<file path="src/hdl/assert_macros.svh">
// Assertion macros shared by the masked A2B converter RTL.
// ASSERT_CLK expects i_clk and i_rst_n in scope; ASSERT_CLK_ALWAYS expects i_clk.
`ifndef ASSERT_MACROS_SVH
`define ASSERT_MACROS_SVH

// Clocked check, off while reset is asserted.
`define ASSERT_CLK(name, prop, msg) \
    name: assert property (@(posedge i_clk) disable iff (!i_rst_n) prop) \
        else $error(msg);

// Clocked check that also runs through reset.
`define ASSERT_CLK_ALWAYS(name, prop, msg) \
    name: assert property (@(posedge i_clk) prop) else $error(msg);

`endif

</file>
<file path="src/hdl/ma2b_pkg.sv">
// Types, constants and the per-bit carry gadget for the masked A2B converter.
// No dependencies.
`default_nettype none

package ma2b_pkg;

    localparam int WIDTH_DEF  = 8;   // adder width
    localparam int FIELD_W    = 8;   // width of every data field and configuration register
    localparam int CARRY_STEP = 2;   // carry rounds resolved per pipeline stage

    localparam int CFG_IDX_W = 2;
    localparam logic [CFG_IDX_W-1:0] CFG_GADGET_RANDOM = 2'd0;
    localparam logic [CFG_IDX_W-1:0] CFG_REMASK_FIRST  = 2'd1;
    localparam logic [CFG_IDX_W-1:0] CFG_REMASK_SECOND = 2'd2;

    localparam logic [FIELD_W-1:0] GADGET_RANDOM_RST = 8'd1;
    localparam logic [FIELD_W-1:0] REMASK_FIRST_RST  = 8'd0;
    localparam logic [FIELD_W-1:0] REMASK_SECOND_RST = 8'd2;

    typedef struct packed {
        logic [FIELD_W-1:0] first_share_a;
        logic [FIELD_W-1:0] first_share_b;
        logic [FIELD_W-1:0] second_share_a;
        logic [FIELD_W-1:0] second_share_b;
    } t_in_item;

    typedef struct packed {
        logic [FIELD_W-1:0] sum_share_a;
        logic [FIELD_W-1:0] sum_share_b;
    } t_out_item;

    // One bit of one carry round: three ISW AND gadgets (x&y, x&c, y&c), all
    // using the same random bit, XORed together. Returns {share1, share0}.
    function automatic logic [1:0] carry_bits(
        input logic x0, input logic x1,
        input logic y0, input logic y1,
        input logic c0, input logic c1,
        input logic r
    );
        logic s0;
        logic s1;
        s0 = (x0 & y0) ^ (x0 & c0) ^ (y0 & c0) ^ r;
        s1 = (x1 & y1) ^ (x0 & y1) ^ (x1 & y0)
           ^ (x1 & c1) ^ (x0 & c1) ^ (x1 & c0)
           ^ (y1 & c1) ^ (y0 & c1) ^ (y1 & c0) ^ r;
        return {s1, s0};
    endfunction

endpackage

`default_nettype wire

</file>
<file path="src/hdl/masked_arith_to_bool_converter.sv">
// Masked arithmetic-to-Boolean converter, two shares per operand: top level.
// Depends on ma2b_pkg and assert_macros.svh.
`default_nettype none

`include "assert_macros.svh"

// Takes one request (two Boolean-shared operands) per cycle when not stalled
// and returns two Boolean shares of their sum modulo 2^WIDTH. Both operands
// are remasked with the configured values, then added by a masked ripple
// adder whose ANDs are two-share ISW gadgets using the configured random
// word. The pipeline has one remask stage, one stage per two carry rounds
// of the ripple chain, and one output stage. Throughput is one request per
// cycle while the output is not stalled; a stall on the output backs up
// only as far as there are empty stages. Configuration writes must happen
// while the pipeline is empty.
module masked_arith_to_bool_converter #(
    parameter int WIDTH = ma2b_pkg::WIDTH_DEF
) (
    input  wire                                 i_clk,
    input  wire                                 i_rst_n,
    input  wire                                 i_valid,
    output logic                                o_stall,
    input  wire  ma2b_pkg::t_in_item            i_data,
    output logic                                o_valid,
    input  wire                                 i_stall,
    output ma2b_pkg::t_out_item                 o_data,
    input  wire                                 i_cfg_we,
    input  wire  [ma2b_pkg::CFG_IDX_W-1:0]      i_cfg_idx,
    input  wire  [ma2b_pkg::FIELD_W-1:0]        i_cfg_data
);

    localparam int FieldW    = ma2b_pkg::FIELD_W;
    localparam int Step      = ma2b_pkg::CARRY_STEP;
    localparam int Rounds    = WIDTH - 1;
    localparam int NumCarry  = (Rounds + Step - 1) / Step;
    localparam int NumStages = NumCarry + 2;
    localparam int MaxW      = (WIDTH > FieldW) ? WIDTH : FieldW;

    typedef struct packed {
        logic [WIDTH-1:0] x0;
        logic [WIDTH-1:0] x1;
        logic [WIDTH-1:0] y0;
        logic [WIDTH-1:0] y1;
        logic [WIDTH-1:0] c0;
        logic [WIDTH-1:0] c1;
    } t_work;

    // Configuration registers
    logic [FieldW-1:0] r_gadget_random;
    logic [FieldW-1:0] r_remask_first;
    logic [FieldW-1:0] r_remask_second;

    always_ff @(posedge i_clk) begin
        if (!i_rst_n) begin
            r_gadget_random <= ma2b_pkg::GADGET_RANDOM_RST;
            r_remask_first  <= ma2b_pkg::REMASK_FIRST_RST;
            r_remask_second <= ma2b_pkg::REMASK_SECOND_RST;
        end else if (i_cfg_we) begin
            unique case (i_cfg_idx)
                ma2b_pkg::CFG_GADGET_RANDOM: r_gadget_random <= i_cfg_data;
                ma2b_pkg::CFG_REMASK_FIRST:  r_remask_first  <= i_cfg_data;
                ma2b_pkg::CFG_REMASK_SECOND: r_remask_second <= i_cfg_data;
                default: ;
            endcase
        end
    end

    // Fit 8-bit fields to the adder width (zero-extend or drop high bits)
    logic [MaxW-1:0]  ext_rnd, ext_m1, ext_m2;
    logic [MaxW-1:0]  ext_fa, ext_fb, ext_sa, ext_sb;
    logic [WIDTH-1:0] rnd_w, m1_w, m2_w;

    assign ext_rnd = MaxW'(r_gadget_random);
    assign ext_m1  = MaxW'(r_remask_first);
    assign ext_m2  = MaxW'(r_remask_second);
    assign ext_fa  = MaxW'(i_data.first_share_a);
    assign ext_fb  = MaxW'(i_data.first_share_b);
    assign ext_sa  = MaxW'(i_data.second_share_a);
    assign ext_sb  = MaxW'(i_data.second_share_b);
    assign rnd_w   = ext_rnd[WIDTH-1:0];
    assign m1_w    = ext_m1[WIDTH-1:0];
    assign m2_w    = ext_m2[WIDTH-1:0];

    // Pipeline flow control
    logic [NumStages-1:0] r_vld;
    logic [NumStages-1:0] vld_in;
    logic [NumStages-1:0] rdy;

    assign rdy[NumStages-1] = !r_vld[NumStages-1] || !i_stall;
    for (genvar k = 0; k < NumStages - 1; k++) begin : g_rdy
        assign rdy[k] = !r_vld[k] || rdy[k+1];
    end

    assign vld_in  = {r_vld[NumStages-2:0], i_valid};
    assign o_stall = !rdy[0];
    assign o_valid = r_vld[NumStages-1];

    always_ff @(posedge i_clk) begin
        if (!i_rst_n) begin
            r_vld <= '0;
        end else begin
            r_vld <= (rdy & vld_in) | (~rdy & r_vld);
        end
    end

    // Stage outputs: index 0 is the remask stage, 1..NumCarry the carry stages
    wire t_work w_stage [NumCarry+1];

    // Remask stage
    t_work r_work0;
    t_work n_work0;

    always_comb begin
        n_work0.x0 = ext_fa[WIDTH-1:0] ^ m1_w;
        n_work0.x1 = ext_fb[WIDTH-1:0] ^ m1_w;
        n_work0.y0 = ext_sa[WIDTH-1:0] ^ m2_w;
        n_work0.y1 = ext_sb[WIDTH-1:0] ^ m2_w;
        n_work0.c0 = '0;
        n_work0.c1 = '0;
    end

    always_ff @(posedge i_clk) begin
        if (rdy[0] && i_valid) begin
            r_work0 <= n_work0;
        end
    end

    assign w_stage[0] = r_work0;

    // Carry stages, each resolving up to Step ripple rounds
    for (genvar k = 1; k <= NumCarry; k++) begin : g_carry
        localparam int Base        = (k - 1) * Step;
        localparam int StageRounds = (Rounds - Base < Step) ? (Rounds - Base) : Step;

        t_work r_work;
        t_work n_work;

        always_comb begin
            n_work = w_stage[k-1];
            for (int s = 0; s < StageRounds; s++) begin
                {n_work.c1[Base+s+1], n_work.c0[Base+s+1]} = ma2b_pkg::carry_bits(
                    n_work.x0[Base+s], n_work.x1[Base+s],
                    n_work.y0[Base+s], n_work.y1[Base+s],
                    n_work.c0[Base+s], n_work.c1[Base+s],
                    rnd_w[Base+s]);
            end
        end

        always_ff @(posedge i_clk) begin
            if (rdy[k] && r_vld[k-1]) begin
                r_work <= n_work;
            end
        end

        assign w_stage[k] = r_work;
    end

    // Output stage: z = x ^ y ^ c per share
    t_work               last_w;
    logic [WIDTH-1:0]    z0, z1;
    logic [MaxW-1:0]     ext_z0, ext_z1;
    ma2b_pkg::t_out_item r_out;

    assign last_w = w_stage[NumCarry];
    assign z0     = last_w.x0 ^ last_w.y0 ^ last_w.c0;
    assign z1     = last_w.x1 ^ last_w.y1 ^ last_w.c1;
    assign ext_z0 = MaxW'(z0);
    assign ext_z1 = MaxW'(z1);

    always_ff @(posedge i_clk) begin
        if (rdy[NumStages-1] && r_vld[NumStages-2]) begin
            r_out.sum_share_a <= ext_z0[FieldW-1:0];
            r_out.sum_share_b <= ext_z1[FieldW-1:0];
        end
    end

    assign o_data = r_out;

    // Checks
    `ASSERT_CLK_ALWAYS(a_empty_after_reset, !i_rst_n |=> (r_vld == '0),
        "pipeline not empty after reset")
    `ASSERT_CLK(a_stall_only_when_full, o_stall |-> (&r_vld),
        "input stalled while a stage is empty")
    `ASSERT_CLK(a_unmasked_sum, r_vld[NumCarry] |->
        ((z0 ^ z1) == WIDTH'((last_w.x0 ^ last_w.x1) + (last_w.y0 ^ last_w.y1))),
        "unmasked result is not the sum of the unmasked operands")

endmodule

`default_nettype wire

</file>
<file path="config.mk">
export PLATFORM = sky130hd
export DESIGN_NAME = masked_arith_to_bool_converter
export DESIGN_NICKNAME = d
export VERILOG_FILES = /design/src/hdl/ma2b_pkg.sv /design/src/hdl/masked_arith_to_bool_converter.sv
export VERILOG_INCLUDE_DIRS = /design/src /design/src/hdl
export SDC_FILE = /design/constraint.sdc
export NUM_CORES = 1
export LEC_CHECK = 0
export BUFFER_PORTS_ARGS = -buffer_cell sky130_fd_sc_hd__buf_4
export CORE_ASPECT_RATIO = 1.2
export CORE_MARGIN = 2
export CORE_UTILIZATION = 64
export DETAILED_ROUTE_END_ITERATION = 8
export PLACE_DENSITY = 0.84
export SLEW_MARGIN = 25
export SYNTH_ARGS = -nofsm -noshare
export SYNTH_HDL_FRONTEND = slang
export SYNTH_SLANG_ARGS = --single-unit
</file>
<file path="constraint.sdc">
create_clock -name i_clk -period 7.11 [get_ports i_clk]
set_input_delay 0.711 -clock i_clk [delete_from_list [all_inputs] [get_ports i_clk]]
set_output_delay 0.711 -clock i_clk [all_outputs]
set_load 0.02 [all_outputs]
</file>
# After elaboration in Yosys (flattened, before gate mapping)
# Cells that the tools add are included.
# W data, S select, Z words.
# classes
eq_ne	2
n_bitwise	164
reduce_logical	24
# op_table
operator	count
$and A1 B1 Y1	76
$xor A1 B1 Y1	76
$xor A8 B8 Y8	8
$and A6 B6 Y6	2
$logic_not A1 Y1	8
$logic_and A1 B1 Y1	6
$logic_or A1 B1 Y1	6
$not A6 Y6	1
$or A6 B6 Y6	1
$reduce_and A2 Y1	3
$eq A2 B1 Y1 const B	1
$eq A2 B2 Y1 const B	1
$logic_not A2 Y1	1
# totals
reg_bits	243
input_bits	47
output_inout_bits	18
word_cells	224

# Longest topological paths before layout
# Gate-level depths: netlist of the first run.
# logic_depth
word_depth	18
depth_mapped	7

# Worst setup path before layout of the first run
# OpenSTA, ideal clock, no wires.
# synth_path
path_type	input to register
startpoint	input port i_stall
endpoint	register g_carry[2].r_work[10] (netlist bit) (enable)
setup_time_ps	499
arrival_time_ps	4047
required_time_ps	6611
slack_ps	2564
stages	3
cell_sequence	and3_1 -> and2_1 -> a21boi_0
# synth_via
elab_chain_len	6
# synth_lines
item	line_no	text
start: declaration	masked_arith_to_bool_converter.sv:25	input wire i_stall,
$logic_not A1 Y1	masked_arith_to_bool_converter.sv:89	assign rdy[NumStages-1] = !r_vld[NumStages-1] || !i_stall;
$logic_or A1 B1 Y1	masked_arith_to_bool_converter.sv:89	
$logic_or A1 B1 Y1 (3 in series)	masked_arith_to_bool_converter.sv:91	assign rdy[k] = !r_vld[k] || rdy[k+1];
$logic_and A1 B1 Y1	masked_arith_to_bool_converter.sv:150	if (rdy[k] && r_vld[k-1]) begin
end signal: assignment	masked_arith_to_bool_converter.sv:151	r_work <= n_work;
end: declaration	masked_arith_to_bool_converter.sv:135	t_work r_work;
# No other way between the ends.
# A chain may end at the register's enable or synchronous reset.

==> flow_summary.ini, run 1 <==
[yosys]
synth_seq_cells = 243
synth.distinct_cells = 42
synth_common_cells = edfxtp_1 (214), xnor2_1 (51), xor2_1 (48), nor2b_1 (32), dfxtp_1 (29)
yosysSeqAreaShare_pct = 78.0
synth-main-ff-cell = edfxtp_1
synth_cells = 501
syn_area_per_cell_um2 = 17.9
yosysWarningCount = 0
synth_top_area_share_pct = 71.5
syn_area_mm2 = 0.00898
ys_async_sr_fraction_pct = 0
synthTopCellsByArea = edfxtp_1 (72%), dfxtp_1 (6.5%), xnor2_1 (5.0%), xor2_1 (4.7%), mux2i_1 (2.9%)
yosysMostFrequentCell = edfxtp_1
synth-edff-count = 214
synth_top_cell_by_area = edfxtp_1
synth_nets = 548

[power]
p_int_mw = 2.30
power_density_mw_per_mm2 = 273
power_frac_clock_pct = 37.9
p_seq_share_pct = 57.2
power.share.switching_pct = 19.4
ir_drop_mv = 0.216
p_leak_nw = 3.74
comb_power_share_pct = 4.9
switchingPower_mw = 0.554

[final_layout]
drive_above_1_share_pct = 18.7
fill_cells = 751
n_antenna_cell = 0
syn_to_final_growth_pct = 16.4
fin_nets = 637
post-route-util_pct = 76.0
final_area_mm2 = 0.0105

[global_routing]
grt_overflow = 0
antenna_found_initial = 0
grt_pass1_wl_mm = 20.0
grt.total_usage_pct = 16.9
grt_max_degree = 47
grt_pass1_vias = 4173

[clock_network]
ctsResizeCount = 0
postCtsHoldBufs = 0
clock_latency_ns = 0.50
root_buffer = clkbuf_16
clock-sinks = 243
cts_tree = done
ctsHtreeMaxLevel = 1
clk_pin_slew_ns = 0.06
numCtsBuffers = 22
clk_path_buf_depth = 3
post_cts_buffers = 0

[routing]
drt_iter0_drc = 209
totalWireLength_mm = 12.3
num_vias = 4153
routed_via_density = 5.36
drtPass1Iterations = 5
drt_drc_violations_left = 0
drt-wirelength-per-cell_um = 15.9
antenna_left = 0

[placement]
gp_congestion = 0.823
postPlaceCellArea_mm2 = 0.00972
portBuffers = 64
hpwl_mm = 7.95

[job]
cap_violations = 0

[floorplan]
die_w_um = 112
rows = 47
die_area_mm2 = 0.0150
die_h_um = 134
core_area_mm2 = 0.0138
start_util_pct = 65.3
num_io_pins = 65

[critical_path]
crit_required_ns = 6.40
path_cells = and3_1 -> and2_1 -> and3_1 -> and2_1 -> buf_4
crit_type = flip-flop to output port
arrival_ns = 2.17
crit_slowest_cell = dfxtp_1
crit_fanout = 5
start_kind = flip-flop
cpPeakStageDelay_ns = 0.39
endpoint_kind = output port

[timing]
rsz0062_at_grt = false
period_minus_slack_ns = 2.88
whs_ns = 0.416
finalCritPeriodShare_pct = 40.6
finalHoldViolations = 0
timing.fmax_ghz = 0.347
skew_ns = 0.00667
worst_pin_slew_ns = 0.596
finalSetupTns_ns = 0
maxSlewHeadroom_pct = 60.2
setup_violations = 0
drv_slew = 0

[worst_hold_path]
hold_path.class = flip-flop to flip-flop

[run_status]
status = complete, no violations
==> critical path: cells and delay by family (launching register included) <==
| family | cells | cell delay (ns) |
|---|---|---|
| AND/OR/NAND/NOR | 4 | 1.11 |
| flip-flops | 1 | 0.39 |
| buffers and inverters | 1 | 0.18 |
==> layer usage <==
layer	track usage (%)	part of all wire [%]	vias up
met3	2.62	4.9	33
li1	-	-	2024
met4	9.08	3.4	0
met1	20.6	39	1955
met2	29.2	53	141
met5	0	0	-
==> power groups by stage <==
stage | combinational (mW) | sequential, mW | clock (mW)
4_1_cts | 0.136 | 1.63 | 1.10
3_3_place_gp | 0.126 | 1.66 | 0
3_5_place_dp | 0.132 | 1.66 | 0
6_report | 0.139 | 1.63 | 1.08
2_1_floorplan | 0.0884 | 1.65 | 0
5_1_grt | 0.151 | 1.63 | 1.15
==> registers in the layout (all words and copies together) (netlist names), named ones only <==
| signal | flops |
|---|---|
| o_data | 16 |
| ext_m1 | 8 |
| g_carry.n_work | 32 |
| ext_rnd | 7 |
| g_carry.r_work | 166 |
| ext_m2 | 8 |
==> path summary, 6_finish.rpt <==
check / cells past startpoint / slack, ns / end / start
setup reg to reg: 6 / 4.88 / g_carry[3].r_work[6] / g_carry[2].r_work[36]
hold / removal: 0 / 0.42 / g_carry[4].r_work[23] / g_carry[3].r_work[23]
setup / recovery: 5 / 4.23 / o_stall / flip-flop
hold reg to reg: 0 / 0.42 / g_carry[4].r_work[23] / g_carry[3].r_work[23]
==> cell families (layout without fill, tap and decap cells) <==
logic type	after synthesis	in the layout	share of synthesized area, %
flip-flops	243	243	78.0
buffers and inverters	10	113	0.418
adder cells (fa/ha/maj)	6	6	0.682
multiplexers	27	27	3.02
XOR/XNOR	100	100	9.83
AND/OR/NAND/NOR	81	81	5.45
AO/OA/AOI/OAI	34	34	2.60
==> through the flow <==
step | total power, mW | setup WS, ns | instances
finish | 2.85 | 4.23 | 775
global placement | 1.78 | 4.38 | 734
detailed placement | 1.79 | 4.35 | 734
floorplan | 1.74 | 2.56 | 501
CTS | 2.87 | 4.21 | 772
global route | 2.94 | 4.10 | 775
==> layout by cell type, fill, tap and decap left out, types with 3 or more instances in the layout <==
cell,n
a21oi_1,8
and2_1,4
and3_1,4
buf_4,68
clkbuf_1,5
clkbuf_16,23
clkinv_1,4
clkinv_2,5
dfxtp_1,29
edfxtp_1,214
inv_1,4
maj3_1,5
mux2i_1,26
nand2_1,10
nand3_1,4
nand3b_1,3
nor2_1,4
nor2b_1,28
nor3_1,3
nor3b_1,6
o211ai_1,4
o21a_1,5
o21ai_0,6
xnor2_1,51
xor2_1,48
==> area by class of cell <==
type	instances	area, µm²	area share [%]
clock buffers	28	594	5.68
clock inverters	10	70.1	0.670
inverters	4	15.0	0.144
multi-input cells	248	1970	18.8
flip-flops and latches	243	7010	67.0
well taps	171	214	2.05
repair buffers	71	586	5.60
Note: power is estimated with default switching activity, not from simulation.
==> run 2: changes to the inputs <==
Settings changed: CORE_UTILIZATION 64 to 59, PLACE_DENSITY 0.84 to 0.78.
Clock period 7.11 ns to 3 ns, I/O delays scaled along.
==> flow_summary.ini, run 2 (same netlist as run 1, synthesis figures left out) <==
[run_status]
status = complete, no violations

[timing]
maxSlewHeadroom_pct = 60.2
rsz0062_at_grt = false
skew_ns = 0.0123
setup_violations = 0
period_minus_slack_ns = 2.36
finalCritPeriodShare_pct = 78.8
drv_slew = 0
worst_pin_slew_ns = 0.595
timing.fmax_ghz = 0.423
finalHoldViolations = 0

[floorplan]
rows = 49
die_w_um = 117
die_h_um = 139
num_io_pins = 65
start_util_pct = 60.1
die_area_mm2 = 0.0162
core_area_mm2 = 0.0150

[power]
power_mw = 7.01
power_density_mw_per_mm2 = 665
ir_drop_mv = 0.401
p_leak_nw = 3.77

[routing]
routed_via_density = 5.06
antenna_left = 0
drt_iter0_drc = 196
drt-wirelength-per-cell_um = 13.9
num_vias = 4096
totalWireLength_mm = 11.2
drtPass1Iterations = 6
drt_drc_violations_left = 0

[final_layout]
fin_nets = 637
final_common_cell = edfxtp_1
layout.cells.non_filler = 809
largest_reg_flops = 166
post-route-util_pct = 70.5
syn_to_final_growth_pct = 17.4
top_register = g_carry.r_work
n_antenna_cell = 0
layout_common_cells = edfxtp_1 (214), buf_4 (71), xnor2_1 (51), xor2_1 (48), dfxtp_1 (29)
drive_above_1_share_pct = 19.2

[clock_network]
postCtsHoldBufs = 0
clk_path_buf_depth = 3
ctsResizeCount = 0
clock-sinks = 243
root_buffer = clkbuf_16
cts_tree = done
numCtsBuffers = 22
post_cts_buffers = 0
clk_pin_slew_ns = 0.06
clock_latency_ns = 0.49
ctsHtreeMaxLevel = 1

[job]
cap_violations = 0

[critical_path]
crit_type = flip-flop to output port
start_kind = flip-flop
crit_required_ns = 2.70
crit_fanout = 5
arrival_ns = 2.06
endpoint_kind = output port

[global_routing]
grt.total_usage_pct = 14.9
grt_max_degree = 47
grt_pass1_wl_mm = 19.1
grt_overflow = 0
antenna_found_initial = 0
grt_pass1_vias = 3955

[placement]
post-place-cells = 770
hpwl_mm = 7.83
portBuffers = 64
gp_congestion = 0.807

[worst_hold_path]
hold_path.class = input port to flip-flop
-- run 2: cell count changes in the layout (fill, tap and decap cells not counted) --
cell        delta
buf_12         -1
buf_16         -2
buf_4          +3
bufinv_16      +2
clkbuf_1       -1
clkbuf_16      +2
clkinv_1       -1
clkinv_2       -2
clkinvlp_4     +1
-- run 2: path summary, 6_finish.rpt --
| path | start | slack [ns] | cells past startpoint | to |
|---|---|---|---|---|
| worst max-delay path | flip-flop | 0.64 | 5 | o_stall |
| worst min-delay path | i_valid | 0.04 | 2 | flip-flop |
| worst max register to register | g_carry[1].n_work[40] | 0.89 | 6 | g_carry[1].r_work[2] |
| worst min register to register | g_carry[3].r_work[41] | 0.41 | 0 | g_carry[4].r_work[41] |
-- run 2: area by class of cell --
class	count	area (µm²)
fill	953	4410
tap	204	255
multi-input combinational	248	1970
timing repair buffer	71	533
clock inverter	10	124
sequential	243	7010
clock buffer	29	641
inverter	4	15.0
-- run 2: layer usage --
layer | global-route usage, % | up-vias | wire, µm
met2 | 25.1 | 91 | 5810
met1 | 19.5 | 1950 | 4680
met5 | 0 | - | 0
met4 | 5.45 | 0 | 295
met3 | 2.75 | 26 | 464
li1 | - | 2029 | -
-- run 2: stage by stage --
stage,area (µm²),hold WS (ns),setup WS (ns),TNS [ns]
3_5_place_dp,9780,0.405,0.830,0
6_report,10500,0.0407,0.637,0
2_1_floorplan,8990,0.400,-0.112,-5.17
5_1_grt,10500,0.0369,0.458,0
4_1_cts,10500,0.0297,0.596,0
3_3_place_gp,9780,0.402,0.865,0
-- run 2: where the power goes --
group	switching [mW]	internal, mW
clock network	1.08	1.76
registers	0.0651	3.80
logic	0.153	0.160
-- run 2: critical path: stages, from the launching register on --
cell and delay, ns:
dfxtp_1 0.37, and3_1 0.25, and2_1 0.31, and3_1 0.26
and2_1 0.21, buf_4 0.18
